$ cat config.mk
export PLATFORM = sky130hd
export DESIGN_NAME = rle_gpe_dp
export DESIGN_NICKNAME = d
export VERILOG_FILES = /design/src/sv/rle_gpe_pkg.sv /design/src/sv/rle_gpe_dp.sv
export SDC_FILE = /design/constraint.sdc
export NUM_CORES = 1
export LEC_CHECK = 0
export ABC_AREA = 1
export BUFFER_PORTS_ARGS = -buffer_cell sky130_fd_sc_hd__buf_2
export CORE_UTILIZATION = 34
export DETAILED_ROUTE_END_ITERATION = 10
export PLACE_DENSITY = 0.53
export SYNTH_ARGS = -nofsm -noshare
export SYNTH_HDL_FRONTEND = slang
export SYNTH_SLANG_ARGS = --single-unit
$ cat constraint.sdc
create_clock -name clk -period 11.3 [get_ports clk]
set_input_delay 2.26 -clock clk [delete_from_list [all_inputs] [get_ports clk]]
set_output_delay 2.26 -clock clk [all_outputs]
set_load 0.02 [all_outputs]
$ cat src/sv/rle_gpe_pkg.sv
// ----------------------------------------------------------------------------
// rle_gpe_pkg
// Shared types and constants of the run-length glyph pixel expander.
// ----------------------------------------------------------------------------
package rle_gpe_pkg;

    localparam int PIXEL_W          = 16;
    localparam int CODE_W           = 8;
    localparam int WIDTH_W          = 7;
    localparam int HEIGHT_W         = 7;
    localparam int RUN_W            = 8;
    localparam int COUNT_W          = 14;
    localparam int CFG_DATA_W       = 16;
    localparam int CFG_IDX_W        = 2;
    localparam int MAX_GLYPH_PIXELS = 1024;

    localparam logic [COUNT_W-1:0] MAX_PIXELS_C = COUNT_W'(MAX_GLYPH_PIXELS);

    localparam logic [PIXEL_W-1:0]  FG_RESET     = 16'hFFFF;
    localparam logic [PIXEL_W-1:0]  BG_RESET     = 16'h0000;
    localparam logic [HEIGHT_W-1:0] HEIGHT_RESET = 7'd32;

    typedef logic [PIXEL_W-1:0] pixel_t;
    typedef logic [COUNT_W-1:0] count_t;

    typedef enum logic [CFG_IDX_W-1:0] {
        REG_FOREGROUND = 2'd0,
        REG_BACKGROUND = 2'd1,
        REG_HEIGHT     = 2'd2
    } cfg_idx_t;

    typedef struct packed {
        logic load;
        logic advance;
    } cmd_t;

    typedef struct packed {
        logic last;
    } status_t;

endpackage

$ cat src/sv/rle_gpe_dp.sv
// ----------------------------------------------------------------------------
// rle_gpe_dp
// Datapath: colour registers, run counter, glyph pixel count and flags.
// ----------------------------------------------------------------------------
module rle_gpe_dp
    import rle_gpe_pkg::*;
(
    input  logic                  clk,
    input  logic                  rst_n,
    input  logic                  cfg_we,
    input  logic [CFG_IDX_W-1:0]  cfg_index,
    input  logic [CFG_DATA_W-1:0] cfg_data,
    input  logic [CODE_W-1:0]     rle_byte,
    input  logic [WIDTH_W-1:0]    glyph_width,
    input  cmd_t                  cmd,
    output status_t               status,
    output pixel_t                pixel_first,
    output pixel_t                pixel_second,
    output logic                  second_valid,
    output logic                  last_of_run,
    output logic                  glyph_done,
    output logic                  overflow
);

    pixel_t              fg_reg;
    pixel_t              bg_reg;
    logic [HEIGHT_W-1:0] height_reg;
    pixel_t              colour_reg;
    pixel_t              colour_next;
    logic [RUN_W-1:0]    left_reg;
    logic [RUN_W-1:0]    left_next;
    count_t              count_reg;
    count_t              count_next;
    count_t              total_reg;
    count_t              total_next;
    count_t              count_inc;
    logic                take_two;
    logic                last;

    always_comb
    begin
        take_two  = (left_reg >= RUN_W'(2));
        last      = (left_reg <= RUN_W'(2));
        count_inc = count_reg + (take_two ? COUNT_W'(2) : COUNT_W'(1));

        pixel_first   = colour_reg;
        pixel_second  = take_two ? colour_reg : '0;
        second_valid  = take_two;
        last_of_run   = last;
        glyph_done    = last && (count_inc >= total_reg);
        overflow      = (count_inc > MAX_PIXELS_C);
        status.last   = last;
    end

    always_comb
    begin
        colour_next = colour_reg;
        left_next   = left_reg;
        count_next  = count_reg;
        total_next  = total_reg;
        if (cmd.advance)
        begin
            left_next  = left_reg - (take_two ? RUN_W'(2) : RUN_W'(1));
            count_next = glyph_done ? '0 : count_inc;
        end
        if (cmd.load)
        begin
            colour_next = rle_byte[CODE_W-1] ? fg_reg : bg_reg;
            left_next   = {1'b0, rle_byte[CODE_W-2:0]} + RUN_W'(1);
            total_next  = {{(COUNT_W-WIDTH_W){1'b0}}, glyph_width}
                        * {{(COUNT_W-HEIGHT_W){1'b0}}, height_reg};
        end
    end

    always_ff @(posedge clk or negedge rst_n)
    begin
        if (!rst_n)
        begin
            fg_reg     <= FG_RESET;
            bg_reg     <= BG_RESET;
            height_reg <= HEIGHT_RESET;
            count_reg  <= '0;
        end
        else
        begin
            count_reg <= count_next;
            if (cfg_we)
            begin
                case (cfg_index)
                    REG_FOREGROUND: fg_reg     <= cfg_data;
                    REG_BACKGROUND: bg_reg     <= cfg_data;
                    REG_HEIGHT:     height_reg <= cfg_data[HEIGHT_W-1:0];
                    default:        ;
                endcase
            end
        end
    end

    always_ff @(posedge clk)
    begin
        colour_reg <= colour_next;
        left_reg   <= left_next;
        total_reg  <= total_next;
    end

endmodule

=== Word level (Yosys, flattened, before mapping) ===
Cells that the tools add are included.

* Multipliers: 1
* Add/subtract/negate cells: 3
* Multiplexer cells: 7
* Equal/unequal tests: 2
* Reduce and logical (&&, ||, !) cells: 6
* Order comparisons: 4

{| class="wikitable"
|+ Operator list
! operator !! number
|-
| two-way mux 16 bit || 2
|-
| two-way mux 8 bit || 2
|-
| adder 14 x 2 -> 14 bit || 1
|-
| greater-or-equal comparator 14 bit || 1
|-
| > comparator 14 x 11 -> 1 bit, second input constant || 1
|-
| multiplier 7 x 7 -> 14 bit || 1
|-
| two-way mux 14 bit || 1
|-
| adder 7 x 1 -> 8 bit, second input constant || 1
|-
| greater-or-equal comparator 8 x 2 -> 1 bit, second input constant || 1
|-
| <= comparator 8 x 2 -> 1 bit, second input constant || 1
|-
| subtractor 8 x 2 -> 8 bit || 1
|-
| AND reduction 2 bit || 3
|-
| two-way mux 2 bit || 2
|-
| equality test 2 x 1 -> 1 bit, second input constant || 1
|-
| equality test 2 bit, second input constant || 1
|-
| logical NOT 2 bit || 1
|-
| nonzero test 2 bit || 1
|-
| logical AND 1 bit || 1
|}

* Logic and storage cells: 30
* Output and inout port bits: 37
* Bits in registers: 91
* Input bits: 38

=== Longest topological paths before layout ===
* Depth after elaboration: 6
* Gate-level depth with buffers: 25
* Gate-level depth less buffers: 23

=== Least setup slack after synthesis ===
No wires, ideal clock.

* Path type: register -> output
* From: reg left_reg[4]
* To: out glyph_done
* Required time: 9.040 ns
* Cell stages (with the launch flop): 23
* Buffers on the path: 2
* Path slack: 5.428 ns
* Arrival: 3.612 ns
* Cells stage by stage: edfxtp_1 -> nor2_2 -> nand2_1 -> or2_4 -> nor3_4 -> buf_4 -> ha_1 -> inv_1 -> fa_1 -> nor2_2 -> nand3_1 -> o21ai_1 -> inv_1 -> ha_1 -> nand2_1 -> nor2_1 -> nand2_1 -> nor2_1 -> nor2_1 -> nand3_1 -> nand2_2 -> buf_6 -> inv_1

* Longest elaborated chain between the ends: 5
* Elaborated cells on any way between the ends: 6
* Those cells by class: 1 x add/sub; 3 x order compare; 1 x mux; 1 x reduce/logical

{| class="wikitable"
|+ RTL lines
! what !! RTL line !! RTL
|-
| from (decl) || rle_gpe_dp.sv:30 || <nowiki>logic [RUN_W-1:0] left_reg;</nowiki>
|-
| from (signal assigned) || rle_gpe_dp.sv:102 || <nowiki>left_reg <= left_next;</nowiki>
|-
| greater-or-equal comparator 8 x 2 -> 1 bit || rle_gpe_dp.sv:42 || <nowiki>take_two = (left_reg >= RUN_W'(2));</nowiki>
|-
| two-way mux 2 bit || rle_gpe_dp.sv:44 || <nowiki>count_inc = count_reg + (take_two ? COUNT_W'(2) : COUNT_W'(1));</nowiki>
|-
| adder 14 x 2 -> 14 bit || rle_gpe_dp.sv:44 ||
|-
| greater-or-equal comparator 14 bit || rle_gpe_dp.sv:50 || <nowiki>glyph_done = last && (count_inc >= total_reg);</nowiki>
|-
| logical AND 1 bit (*) || rle_gpe_dp.sv:50 ||
|-
| to (decl) || rle_gpe_dp.sv:21 || <nowiki>output logic glyph_done,</nowiki>
|}

Mark *: on every way between the ends. The rest lies on a longest branch, timed or not.

=== Worst setup path in the final report ===
Same ends and word-level chain as after synthesis.

==> impl_results.md <==
- Run status: finished, violations left
- Failing checks: design-rule violations
- CTS root buffer: clkbuf_16
- Via density: 4.405
- Yosys warning count: 0
- Row cnt: 49
- Final period util: 60.92%
- Final setup viols: 0
- Gr ovfl total: 0
- Setup WS pre-CTS: 4.719 ns
- Worst VDD drop: 122.2 µV
- Routed vias: 4678
- Vias in the first global route: 4668
- Clk pin slew, worst setup/hold paths: 0.07 ns
- GP Congestion: 0.7927
- Syn Inst Count: 764
- Setup bufs post-CTS: 0
- Synth top area share: 17.96%
- Longest Clk Path Bufs: 2
- Number of hold buffers added after cts: 0
- Critical path fanouts, max: 21
- Worst-skew pair later-pin latency: 0.35 ns
- Logic pwr share: 37.0%
- Largest net degree at the start of global routing: 54
- Total leakage power: 0.003945 µW
- Tmin final: 6.884 ns
- Mapped cell area: 0.006352 mm²
- Data arrival time of the worst path: 4.62 ns
- Initial antenna violation count: 0
- Die width: 138.7 µm
- Num CTS Buffers: 9
- # IOs: 75
- Synth cell types: 38
- Synth async-reset ratio: 58.24%
- Number of DRC markers in iteration 0: 161
- Post-route ant nets: 0
- Antenna fix cells: 0
- Synth area leader: edfxtp_1
- Flops & latches, synth: 91
- Avg Cell Area, Syn: 8.315 µm²
- Sw frac: 36.83%
- Max Cap Viol: 0
- EDFF count, synth: 38
- Total global-route track usage: 13.93%
- Post-synthesis sequential area ratio: 39.18%
- Tightest Pin Transition: 1.066 ns
- Drt pass-1 iters: 7
- RSZ-0062 raised after global routing: false
- Port Buffer Count: 74
- Final hold violations: 0
- Area delta synth->final: 13.77%
- Synth area leaders: edfxtp_1 (18%), dfrtp_1 (14%), nand2_1 (12%), ha_1 (10%), inv_1 (8.7%)
- Dpl hpwl: 9.663 mm
- Register share of total power: 37.9%
- Layout cell share with drive strength beyond 1: 16.21%
- Die Ht: 138.7 µm
- Layout fillers: 1936
- Main flop type after synthesis: edfxtp_1
- Detailed-route DRC error count: 4
- Critical path class: register to output port
- Clock power share: 25.1%
- Switch Pwr: 462.6 µW
- Pint: 793.4 µW
- Synth cell count leaders: nand2_1 (207), inv_1 (148), nor2_1 (57), ha_1 (51), o21ai_0 (51)
- Fmax: 145.3 MHz
- Slew Limit Fails: 0
- GR peak layer: met2
- Skew final: 0.009099 ns
- CP Launch Type: register
- Wirelength, routed: 12.52 mm
- DR WL/cell: 11.79 µm
- Met3 usage: 2.970%
- Worst setup margin: 4.416 ns
- Final nets: 943
- Count leader, synth: nand2_1
- Pwr Density: 173.8 mW/mm²
- Net Count, Synth: 879
- Hold Path Class: register to register
- Total clock sinks: 91
- Die area: 0.01923 mm²
- Max_slew headroom: 28.71%
- Grt met2 use: 22.95%
- Final setup TNS: 0 ns
- Critical Path End Type: output port
- Global-route wire length before repair: 21.79 mm
- CTS tree: done
- CTS H-tree depth: 3
- Post-CTS resize count: 0
- Required @ worst endpoint: 9.04 ns
- Grt met1 use: 18.43%
- Core area: 0.01815 mm²
- Initial Util: 35.00%
area by class of cell:
class	instances	area, µm²	share of cell area [%]
tap	229	286.5	3.965
timing repair buffer	75	377.9	5.229
clock inverter	7	83.83	1.160
multi-input combinational	502	3206	44.36
sequential	91	2489	34.44
clock buffer	9	225.2	3.116
inverter	149	559.3	7.739
worst paths after layout:
| kind | start | to | slack [ns] | depth (start not counted) |
|---|---|---|---|---|
| hold reg to reg | bg_reg[2] | bg_reg[2] | 0.48 | 2 |
| min in group asynchronous | rst_n | count_reg[3] | 2.02 | 2 |
| max in group asynchronous | rst_n | height_reg[2] | 8.78 | 2 |
| setup / recovery | left_reg[4] | glyph_done | 4.42 | 21 |
| setup reg to reg | left_reg[4] | count_reg[12] | 6.98 | 21 |
| hold / removal | bg_reg[2] | bg_reg[2] | 0.48 | 2 |
cells by family (layout without fill, tap and decap cells):
logic type	after synthesis	in the layout	synth area share, %
and+or+nand+nor	307	307	19.52
AOI/OAI and AO/OA	84	84	7.367
DFF	91	91	39.18
buffers and inverters	171	240	10.36
xor gates and xnor gates	17	17	2.344
muxes	17	17	2.994
adders and majority gates	77	77	18.24
power groups by stage:
stage	Combinational [µW]	Sequential (µW)	Clock, µW
2_1_floorplan	360	473	0
3_3_place_gp	468	482	0
3_5_place_dp	468	483	0
4_1_cts	472	477	322
5_1_grt	545	486	332
6_report	465	476	315
placed cells by master (no fill, tap or decap), types with 2 or more instances in the layout:
cell type  instances
a21oi_1           19
a31o_2             2
buf_2             74
clkbuf_16          9
dfrtp_1           36
dfstp_2           17
edfxtp_1          38
fa_1              26
ha_1              51
inv_1            148
inv_8              2
mux2_2            16
nand2_1          207
nand2_2            2
nand3_1           25
nand4_1            8
nor2_1            57
nor2_2             2
nor3_1             2
o21ai_0           51
o21bai_1           5
xnor2_1            5
xor2_1            12
layer usage:
metal / vias to the layer above / part of all wire, %
li1: 2509 / -
met1: 2115 / 50
met2: 46 / 46
met3: 8 / 2.3
met4: 0 / 1.0
met5: - / 0
critical path, cell delays in order, from the launching register on:
cell,delay (ns)
edfxtp_1,0.45
nor2_2,0.14
nand2_1,0.08
or2_4,0.26
nor3_4,0.66
ha_1,0.31
inv_1,0.06
fa_1,0.44
nor2_2,0.23
nand3_1,0.14
o21ai_1,0.19
inv_1,0.08
ha_1,0.27
nand2_1,0.04
nor2_1,0.12
nand2_1,0.09
nor2_1,0.10
nor2_1,0.04
nand3_1,0.11
nand2_2,0.20
inv_1,0.10
buf_2,0.16
stage by stage:
stage                     std cells  total power, µW  cell area (µm²)  hold WS, ns  util, %
final                          1062             1256             7227       0.4840    39.82
after global routing           1062             1362             7227       0.5006    39.82
after CTS                      1062             1271             7227       0.4855    39.82
after detailed placement       1046            950.7             6918       0.4690    38.12
after global placement         1046            949.8             6918       0.4623    38.12
after floorplan                 764            832.7             6352       0.4492        -
Power figures use the tool's default switching activity.
