## config.mk

```make
export PLATFORM = sky130hd
export DESIGN_NAME = rle_gpe_ctrl
export DESIGN_NICKNAME = d
export VERILOG_FILES = /design/src/sv/rle_gpe_pkg.sv /design/src/sv/rle_gpe_ctrl.sv
export SDC_FILE = /design/constraint.sdc
export NUM_CORES = 1
export LEC_CHECK = 0
export ABC_AREA = 1
export BUFFER_PORTS_ARGS = -buffer_cell sky130_fd_sc_hd__buf_2
export CAP_MARGIN = 20
export CORE_AREA = 2 2 39 41
export DETAILED_ROUTE_END_ITERATION = 8
export DIE_AREA = 0 0 41 43
export SYNTH_ARGS = -nofsm -noshare
export SYNTH_HDL_FRONTEND = slang
export SYNTH_SLANG_ARGS = --single-unit
```

## constraint.sdc

```tcl
create_clock -name clk -period 3.3 [get_ports clk]
set_input_delay 0.66 -clock clk [delete_from_list [all_inputs] [get_ports clk]]
set_output_delay 0.66 -clock clk [all_outputs]
set_load 0.03 [all_outputs]
```

## src/sv/rle_gpe_pkg.sv

```systemverilog
// ----------------------------------------------------------------------------
// rle_gpe_pkg
// Shared types and constants of the run-length glyph pixel expander.
// ----------------------------------------------------------------------------
package rle_gpe_pkg;

    localparam int PIXEL_W          = 16;
    localparam int CODE_W           = 8;
    localparam int WIDTH_W          = 7;
    localparam int HEIGHT_W         = 7;
    localparam int RUN_W            = 8;
    localparam int COUNT_W          = 14;
    localparam int CFG_DATA_W       = 16;
    localparam int CFG_IDX_W        = 2;
    localparam int MAX_GLYPH_PIXELS = 1024;

    localparam logic [COUNT_W-1:0] MAX_PIXELS_C = COUNT_W'(MAX_GLYPH_PIXELS);

    localparam logic [PIXEL_W-1:0]  FG_RESET     = 16'hFFFF;
    localparam logic [PIXEL_W-1:0]  BG_RESET     = 16'h0000;
    localparam logic [HEIGHT_W-1:0] HEIGHT_RESET = 7'd32;

    typedef logic [PIXEL_W-1:0] pixel_t;
    typedef logic [COUNT_W-1:0] count_t;

    typedef enum logic [CFG_IDX_W-1:0] {
        REG_FOREGROUND = 2'd0,
        REG_BACKGROUND = 2'd1,
        REG_HEIGHT     = 2'd2
    } cfg_idx_t;

    typedef struct packed {
        logic load;
        logic advance;
    } cmd_t;

    typedef struct packed {
        logic last;
    } status_t;

endpackage

```

## src/sv/rle_gpe_ctrl.sv

```systemverilog
// ----------------------------------------------------------------------------
// rle_gpe_ctrl
// Controller: loads a byte, then steps the datapath once per taken pair.
// ----------------------------------------------------------------------------
module rle_gpe_ctrl
    import rle_gpe_pkg::*;
(
    input  logic    clk,
    input  logic    rst_n,
    input  logic    in_valid,
    output logic    in_ready,
    output logic    out_valid,
    input  logic    out_ready,
    input  status_t status,
    output cmd_t    cmd
);

    typedef enum logic [1:0] {
        ST_IDLE = 2'b01,
        ST_EMIT = 2'b10
    } state_t;

    state_t state_reg;
    state_t state_next;

    always_comb
    begin
        out_valid   = (state_reg == ST_EMIT);
        cmd.advance = out_valid && out_ready;
        in_ready    = (state_reg == ST_IDLE) || (cmd.advance && status.last);
        cmd.load    = in_valid && in_ready;
    end

    always_comb
    begin
        state_next = state_reg;
        case (state_reg)
            ST_IDLE:
            begin
                if (cmd.load)
                begin
                    state_next = ST_EMIT;
                end
            end
            ST_EMIT:
            begin
                if (cmd.load)
                begin
                    state_next = ST_EMIT;
                end
                else if (cmd.advance && status.last)
                begin
                    state_next = ST_IDLE;
                end
            end
            default:
            begin
                state_next = ST_IDLE;
            end
        endcase
    end

    always_ff @(posedge clk or negedge rst_n)
    begin
        if (!rst_n)
        begin
            state_reg <= ST_IDLE;
        end
        else
        begin
            state_reg <= state_next;
        end
    end

endmodule

```

* Word level (Yosys, flattened, before mapping)
Index checks and enable logic that the tools add are counted.
Word-level totals: register bits after elaboration 2, input bits 5, output and inout bits 4, logic and storage cells 14
Cells by class: multiplexer cells 4, eq/ne operators 4, reductions and logical operators 5
Operators by type and width (number):
- two-way mux 2 bit | 3
- one-hot mux 2 bit (2 select lines) | 1
- logical AND 1 bit | 3
- inequality test 3 x 1 -> 1 bit, second input constant | 1
- equality test 2 x 1 -> 1 bit, second input constant | 1
- equality test 2 bit, second input constant | 1
- inequality test 2 bit, second input constant | 1
- AND reduction 2 bit | 1
- logical OR 1 bit | 1

* Logic depth before layout (Yosys ltp)
Gate-level depths: netlist (run 1).
depth in word-level cells 7, depth in mapped cells 9, mapped depth without buffers 9

* Least setup slack after synthesis (run 1)
Ideal clock, no wire load.
path type register to output, start point register state_reg[0], end point output cmd[1] in the netlist's numbering, slack 1.232 ns, stages on the path, launching flop included 7, arrival 1.408 ns, buffers on the path 0, required time 2.640 ns, cells stage by stage dfstp_2 > inv_1 > ha_1 > nand3_2 > nand2_2 > nand2_2 > inv_1
RTL lines:
- start, declared | RTL line rle_gpe_ctrl.sv:23 | state_t state_reg;
- start signal, assigned | RTL line rle_gpe_ctrl.sv:71 | state_reg <= state_next;
- end, declared | RTL line rle_gpe_ctrl.sv:15 | output cmd_t cmd

==> results of run 1 <==
-- worst reg2reg max path: cells and delay by family, from the launching register on --
family	cells	cell delay (ps)
flops	1	530
simple gates	5	390
fa+ha+maj	1	250
buf+inv	2	110
-- cell usage in the layout (no fill, tap or decap) --
| master | n |
|---|---|
| buf_2 | 8 |
| nand2_1 | 7 |
| inv_1 | 6 |
| nand2_2 | 3 |
| clkbuf_4 | 3 |
| ha_1 | 2 |
| nand3_2 | 1 |
| nand3_1 | 1 |
| or2_1 | 1 |
| o21ai_1 | 1 |
| clkinv_1 | 1 |
| clkbuf_1 | 1 |
| dfstp_2 | 1 |
| dfrtp_1 | 1 |
-- routing by layer --
layer  up-vias  wire length [µm]
met5         -                 0
met4         0                12
met3         2                25
met2         4               212
met1        76               135
li1         95                 -
-- cell families (layout without fill, tap and decap cells) --
group                      count (synthesis)  after routing
adders and majority gates                  2              2
DFF                                        2              2
AOI/OAI and AO/OA                          1              1
buffers and inverters                      7             19
and+or+nand+nor                           13             13
-- worst paths after layout --
path	from	endpoint	slack, ps	depth (start not counted)
max	state_reg[0]$_DFFE_PN1P_	cmd[1]	1160	7
min	rst_n	state_reg[1]$_DFFE_PN0P_	210	1
max reg2reg	state_reg[0]$_DFFE_PN1P_	state_reg[0]$_DFFE_PN1P_	1960	8
min reg2reg	state_reg[0]$_DFFE_PN1P_	state_reg[0]$_DFFE_PN1P_	480	2
max in group asynchronous	rst_n	state_reg[0]$_DFFE_PN1P_	2900	1
min in group clk	state_reg[0]$_DFFE_PN1P_	state_reg[0]$_DFFE_PN1P_	480	2
-- power groups by stage --
stage / combinational [mW] / clock, mW / sequential (mW)
floorplan: 0.119 / 0 / 0.0487
global placement: 0.148 / 0 / 0.0507
detailed placement: 0.154 / 0 / 0.0503
CTS: 0.155 / 0.0648 / 0.0501
global route: 0.172 / 0.0663 / 0.0509
finish: 0.151 / 0.0614 / 0.0501
-- area by class of cell --
| class | count | area share, % |
|---|---|---|
| multi-input cells | 16 | 37.0 |
| flip-flops and latches | 2 | 19.7 |
| repair buffers | 8 | 15.4 |
| clock buffers | 4 | 10.1 |
| inverters | 7 | 10.1 |
| well taps | 16 | 7.69 |
-- through the flow --
| stage | power [mW] | hold WS [ps] | std cells | utilization, % |
|---|---|---|---|---|
| 4_1_cts | 0.270 | 198 | 53 | 18.8 |
| 5_1_grt | 0.289 | 198 | 53 | 18.8 |
| 6_report | 0.262 | 206 | 53 | 18.8 |
| 3_5_place_dp | 0.204 | 449 | 49 | 16.9 |
| 2_1_floorplan | 0.168 | 364 | 25 | - |
| 3_3_place_gp | 0.199 | 446 | 49 | 16.9 |
==> out/metrics.cfg, run 1 <==
[setup_path]
cp.required_ps=2640
cp_slowest_cell=dfstp_2
max_stage_delay_ps=530
critPathKind=flop to output pin
path_cells=inv_1 -> ha_1 -> nand3_2 -> nand2_2 -> nand2_2 -> inv_1 -> buf_2
worst-path-buf-inv=3
end_kind=output pin
cp.arrival_ps=1480
cp_max_fo=5
crit_path_start_kind=flop
path_delay_family=flip-flops

[sta]
worst_pin_slew_ps=181
max-slew-margin-rel_pct=87.9
setup_violations=0
finalMaxSlewViolations=0
hold_viol_final=0
fin_crit_ps=2140
finalSetupTns_ps=0
setup_slack_ps=1160
rsz0062_at_grt=false
max_freq_ghz=0.467
post-route-period-util_pct=64.9
skew_ps=10.1

[global_route]
grt_pass1_wl_um=607
gr-usage-met3_pct=3.14
first_global_vias=188
track_usage_pct=6.33
use_met2_pct=8.75
gr-total-overflow=0
antenna_found_initial=0
grt_max_degree=6
busiest_layer=met4
gr-usage-met1_pct=3.55

[finish]
seq_area_um2=51.3
largest_register_ffs=2
fin_nets=45
fillers=157
final_area_um2=260
layout-drive-gt1-share_pct=43.2
diodes=0
area_growth_pct=49.6
multi_input_area_um2=96.3

[cts]
path_clk_slew_ps=40
cts_hold_buf=0
cts.sinks=2
clk_latency_ps=230
clk_path_buf_depth=2
cts_max_level=1
clockRootBuffer=clkbuf_4
numCtsBuffers=3
cts_tree=built
cts_setup_buffers=0
cts_resized=0

[synthesis]
synth_edf_count=0
synth.avg_cell_area_um2=6.96
synth_nets=32
synthCells=25
yosys-top-cells-count=nand2_1, inv_1, nand2_2
ys_ff_latch=2
synth-xor-area-share_pct=0
netlist_area_um2=174
synth_compound_area_share_pct=2.88
synth_top_family_by_area=simple AND/OR/NAND/NOR gates
netlist.area_leader.share_pct=15.1
async_flop_share_pct=100
ys_seq_area_share_pct=29.5
yosysMostFrequentCell=nand2_1
yosys.area.top_type=dfstp_2
yosys_most_used_dff=dfstp_2
synth-simple-area-share_pct=38.1
ys_warn_count=0
synth_fa_ha_area_share_pct=14.4
synth.distinct_cells=11
synth_mux_area_share_pct=0
synth.area.top_cells=dfstp_2, nand2_1, dfrtp_1

[power_and_ir_drop]
p_int_mw=0.137
p_sw_share_pct=47.7
peakVddDrop_mv=0.126
p_leak_nw=0.157
net-switching-power_mw=0.125
clkPwrFrac_pct=23.4
p_per_area_nw_per_um2=1010
seqPwrFrac_pct=19.1
combPwrFrac_pct=57.5

[route]
viasPerCell=3.34
wl_per_cell_um=7.28
num_vias=177
ant_nets=0
firstDrtPassIters=1
wl_um=386
first_iter_violations=0
drc=0

[die]
dieWidth_um=41
initial_core_util_pct=12.6
die_area_um2=1760
rows=14
io-pin-count=9
die_y_um=43
core_area_um2=1380

[min_path]
min_path_type=input port to asynchronous set/reset pin

[place]
gp_congestion=0.632
io_buffers=8
place_area_um2=234
dpl.hpwl_um=313
place_ws_ps=1370

[flow_run]
drv_cap=0

[run_status]
status=complete, no violations

No activity file was read; power rests on OpenSTA's default activity.
==> inputs of run 2 (changes only) <==
- ABC_AREA: 1 -> 0
- clock period: 3.3 -> 2.2 ns (I/O delays scaled with it)
==> out/metrics.cfg, run 2 <==
[run_status]
status=complete, no violations

[setup_path]
worstRegToRegCells=5
cp_max_fo=5
end_kind=output pin
cp.arrival_ps=1610
regToRegSetupSlack_ps=770
critPathKind=flop to output pin
timing.rr.end=state_reg[1]$_DFFE_PN0P_
rr_startpoint=state_reg[0]$_DFFE_PN1P_
crit_end=cmd[1]
crit_path_start_kind=flop
startpoint=state_reg[0]$_DFFE_PN1P_
cp.required_ps=1760

[die]
dieWidth_um=41
initial_core_util_pct=11.7
rows=14
io-pin-count=9
core_area_um2=1380
die_y_um=43
die_area_um2=1760

[route]
wl_per_cell_um=7.31
firstDrtPassIters=2
wl_um=329
first_iter_violations=2
drc=0
viasPerCell=3.53
num_vias=159
ant_nets=0

[finish]
fin_nets=37
final_area_um2=258
fillers=168
largest_register_ffs=2
diodes=0
final_common_cell=buf_2
final_cell_mix=buf_2, inv_1, clkbuf_4
layout-drive-gt1-share_pct=51.7
area_growth_pct=59.7

[synthesis]
synth_nets=23
ys_warn_count=0
ys_seq_area_share_pct=31.8
synth_edf_count=0
yosys-top-cells-count=inv_1, ha_1
netlist_area_um2=161
synth.area.top_cells=dfstp_2, dfrtp_1, ha_1
netlist.area_leader.share_pct=16.3
yosys_most_used_dff=dfstp_2
synth.distinct_cells=12
synth.avg_cell_area_um2=10.1
yosys.area.top_type=dfstp_2
ys_ff_latch=2
synthCells=16
async_flop_share_pct=100
yosysMostFrequentCell=inv_1

[global_route]
gr-total-overflow=0
grt_pass1_wl_um=683
grt_max_degree=6
first_global_vias=194
antenna_found_initial=0
track_usage_pct=6.22

[cts]
path_clk_slew_ps=30
cts.sinks=2
clockRootBuffer=clkbuf_4
clk_latency_ps=230
cts_setup_buffers=0
cts_tree=built
numCtsBuffers=3
cts_max_level=1
clk_path_buf_depth=2

[sta]
setup_violations=0
rsz0062_at_grt=false
hold_viol_final=0
max_freq_ghz=0.489
fin_crit_ps=2050
worst_pin_slew_ps=257
max-slew-margin-rel_pct=82.9
hold_slack_ps=510
setup_slack_ps=153
finalMaxSlewViolations=0
skew_ps=8.81
finalSetupTns_ps=0
post-route-period-util_pct=93.0

[place]
gp_congestion=0.633
place_area_um2=221
place_ws_ps=377
io_buffers=8

[min_path]
hp-start=state_reg[0]$_DFFE_PN1P_
min_path_type=flop to flop

[power_and_ir_drop]
p_leak_nw=0.133
peakVddDrop_mv=0.294
p_per_area_nw_per_um2=1630

[flow_run]
drv_cap=0

[run 2: cells by family after synthesis]
family / after synthesis / synth area share, %
adder cells (fa/ha/maj): 2 / 15.5
flip-flops: 2 / 31.8
buffers and inverters: 4 / 9.30
AO/OA/AOI/OAI: 6 / 34.1
AND/OR/NAND/NOR: 2 / 9.31
[run 2: metal layers]
layer	routed length (µm)	up-vias	GRT usage, %	part of all wire (%)
li1	-	81	-	-
met1	113	76	5.47	34
met2	204	2	9.38	62
met3	11	0	3.14	3.3
met4	0	0	6.00	0
met5	0	-	0	0
[run 2: area by class of cell]
class                           count  area (µm²)  area share (%)
Sequential cell                     2        51.3            19.9
Timing Repair Buffer                9        50.0            19.4
Clock buffer                        4        26.3            10.2
Tap cell                           16        20.0            7.77
Inverter                            4        15.0            5.83
Multi-Input combinational cell     10        95.1            36.9
[run 2: worst min path at each step]
stage                                          end  slack [ps]  cells after the start
final                     state_reg[0]$_DFFE_PN1P_         510                      1
after global routing      state_reg[1]$_DFFE_PN0P_         530                      2
after global placement    state_reg[1]$_DFFE_PN0P_         230                      1
after detailed placement  state_reg[1]$_DFFE_PN0P_         230                      1
after CTS                 state_reg[0]$_DFFE_PN1P_         510                      1
after floorplan           state_reg[1]$_DFFE_PN0P_         140                      0
[run 2: critical path, cell delays in order (launching register included)]
cell     delay, ps
dfstp_2        530
inv_1           40
ha_1           240
a31o_1         240
and2_4         160
buf_2          170
[run 2: timing repair]
item / CTS / global route
hold endpoints to repair: 1 / 0
resized for setup: 0 / 0
hold buffers: 1 / 0
[run 2: power by group]
part	internal [mW]	switching, mW	total (mW)
registers	0.0639	0.0112	0.0751
clock network	0.0675	0.0241	0.0917
logic	0.103	0.152	0.254
[run 2: stage by stage]
| stage | util [%] | power [mW] | cells |
|---|---|---|---|
| floorplan | - | 0.280 | 16 |
| global placement | 16.0 | 0.330 | 40 |
| detailed placement | 16.0 | 0.335 | 40 |
| CTS | 18.6 | 0.434 | 45 |
| global route | 18.6 | 0.475 | 45 |
| finish | 18.6 | 0.421 | 45 |
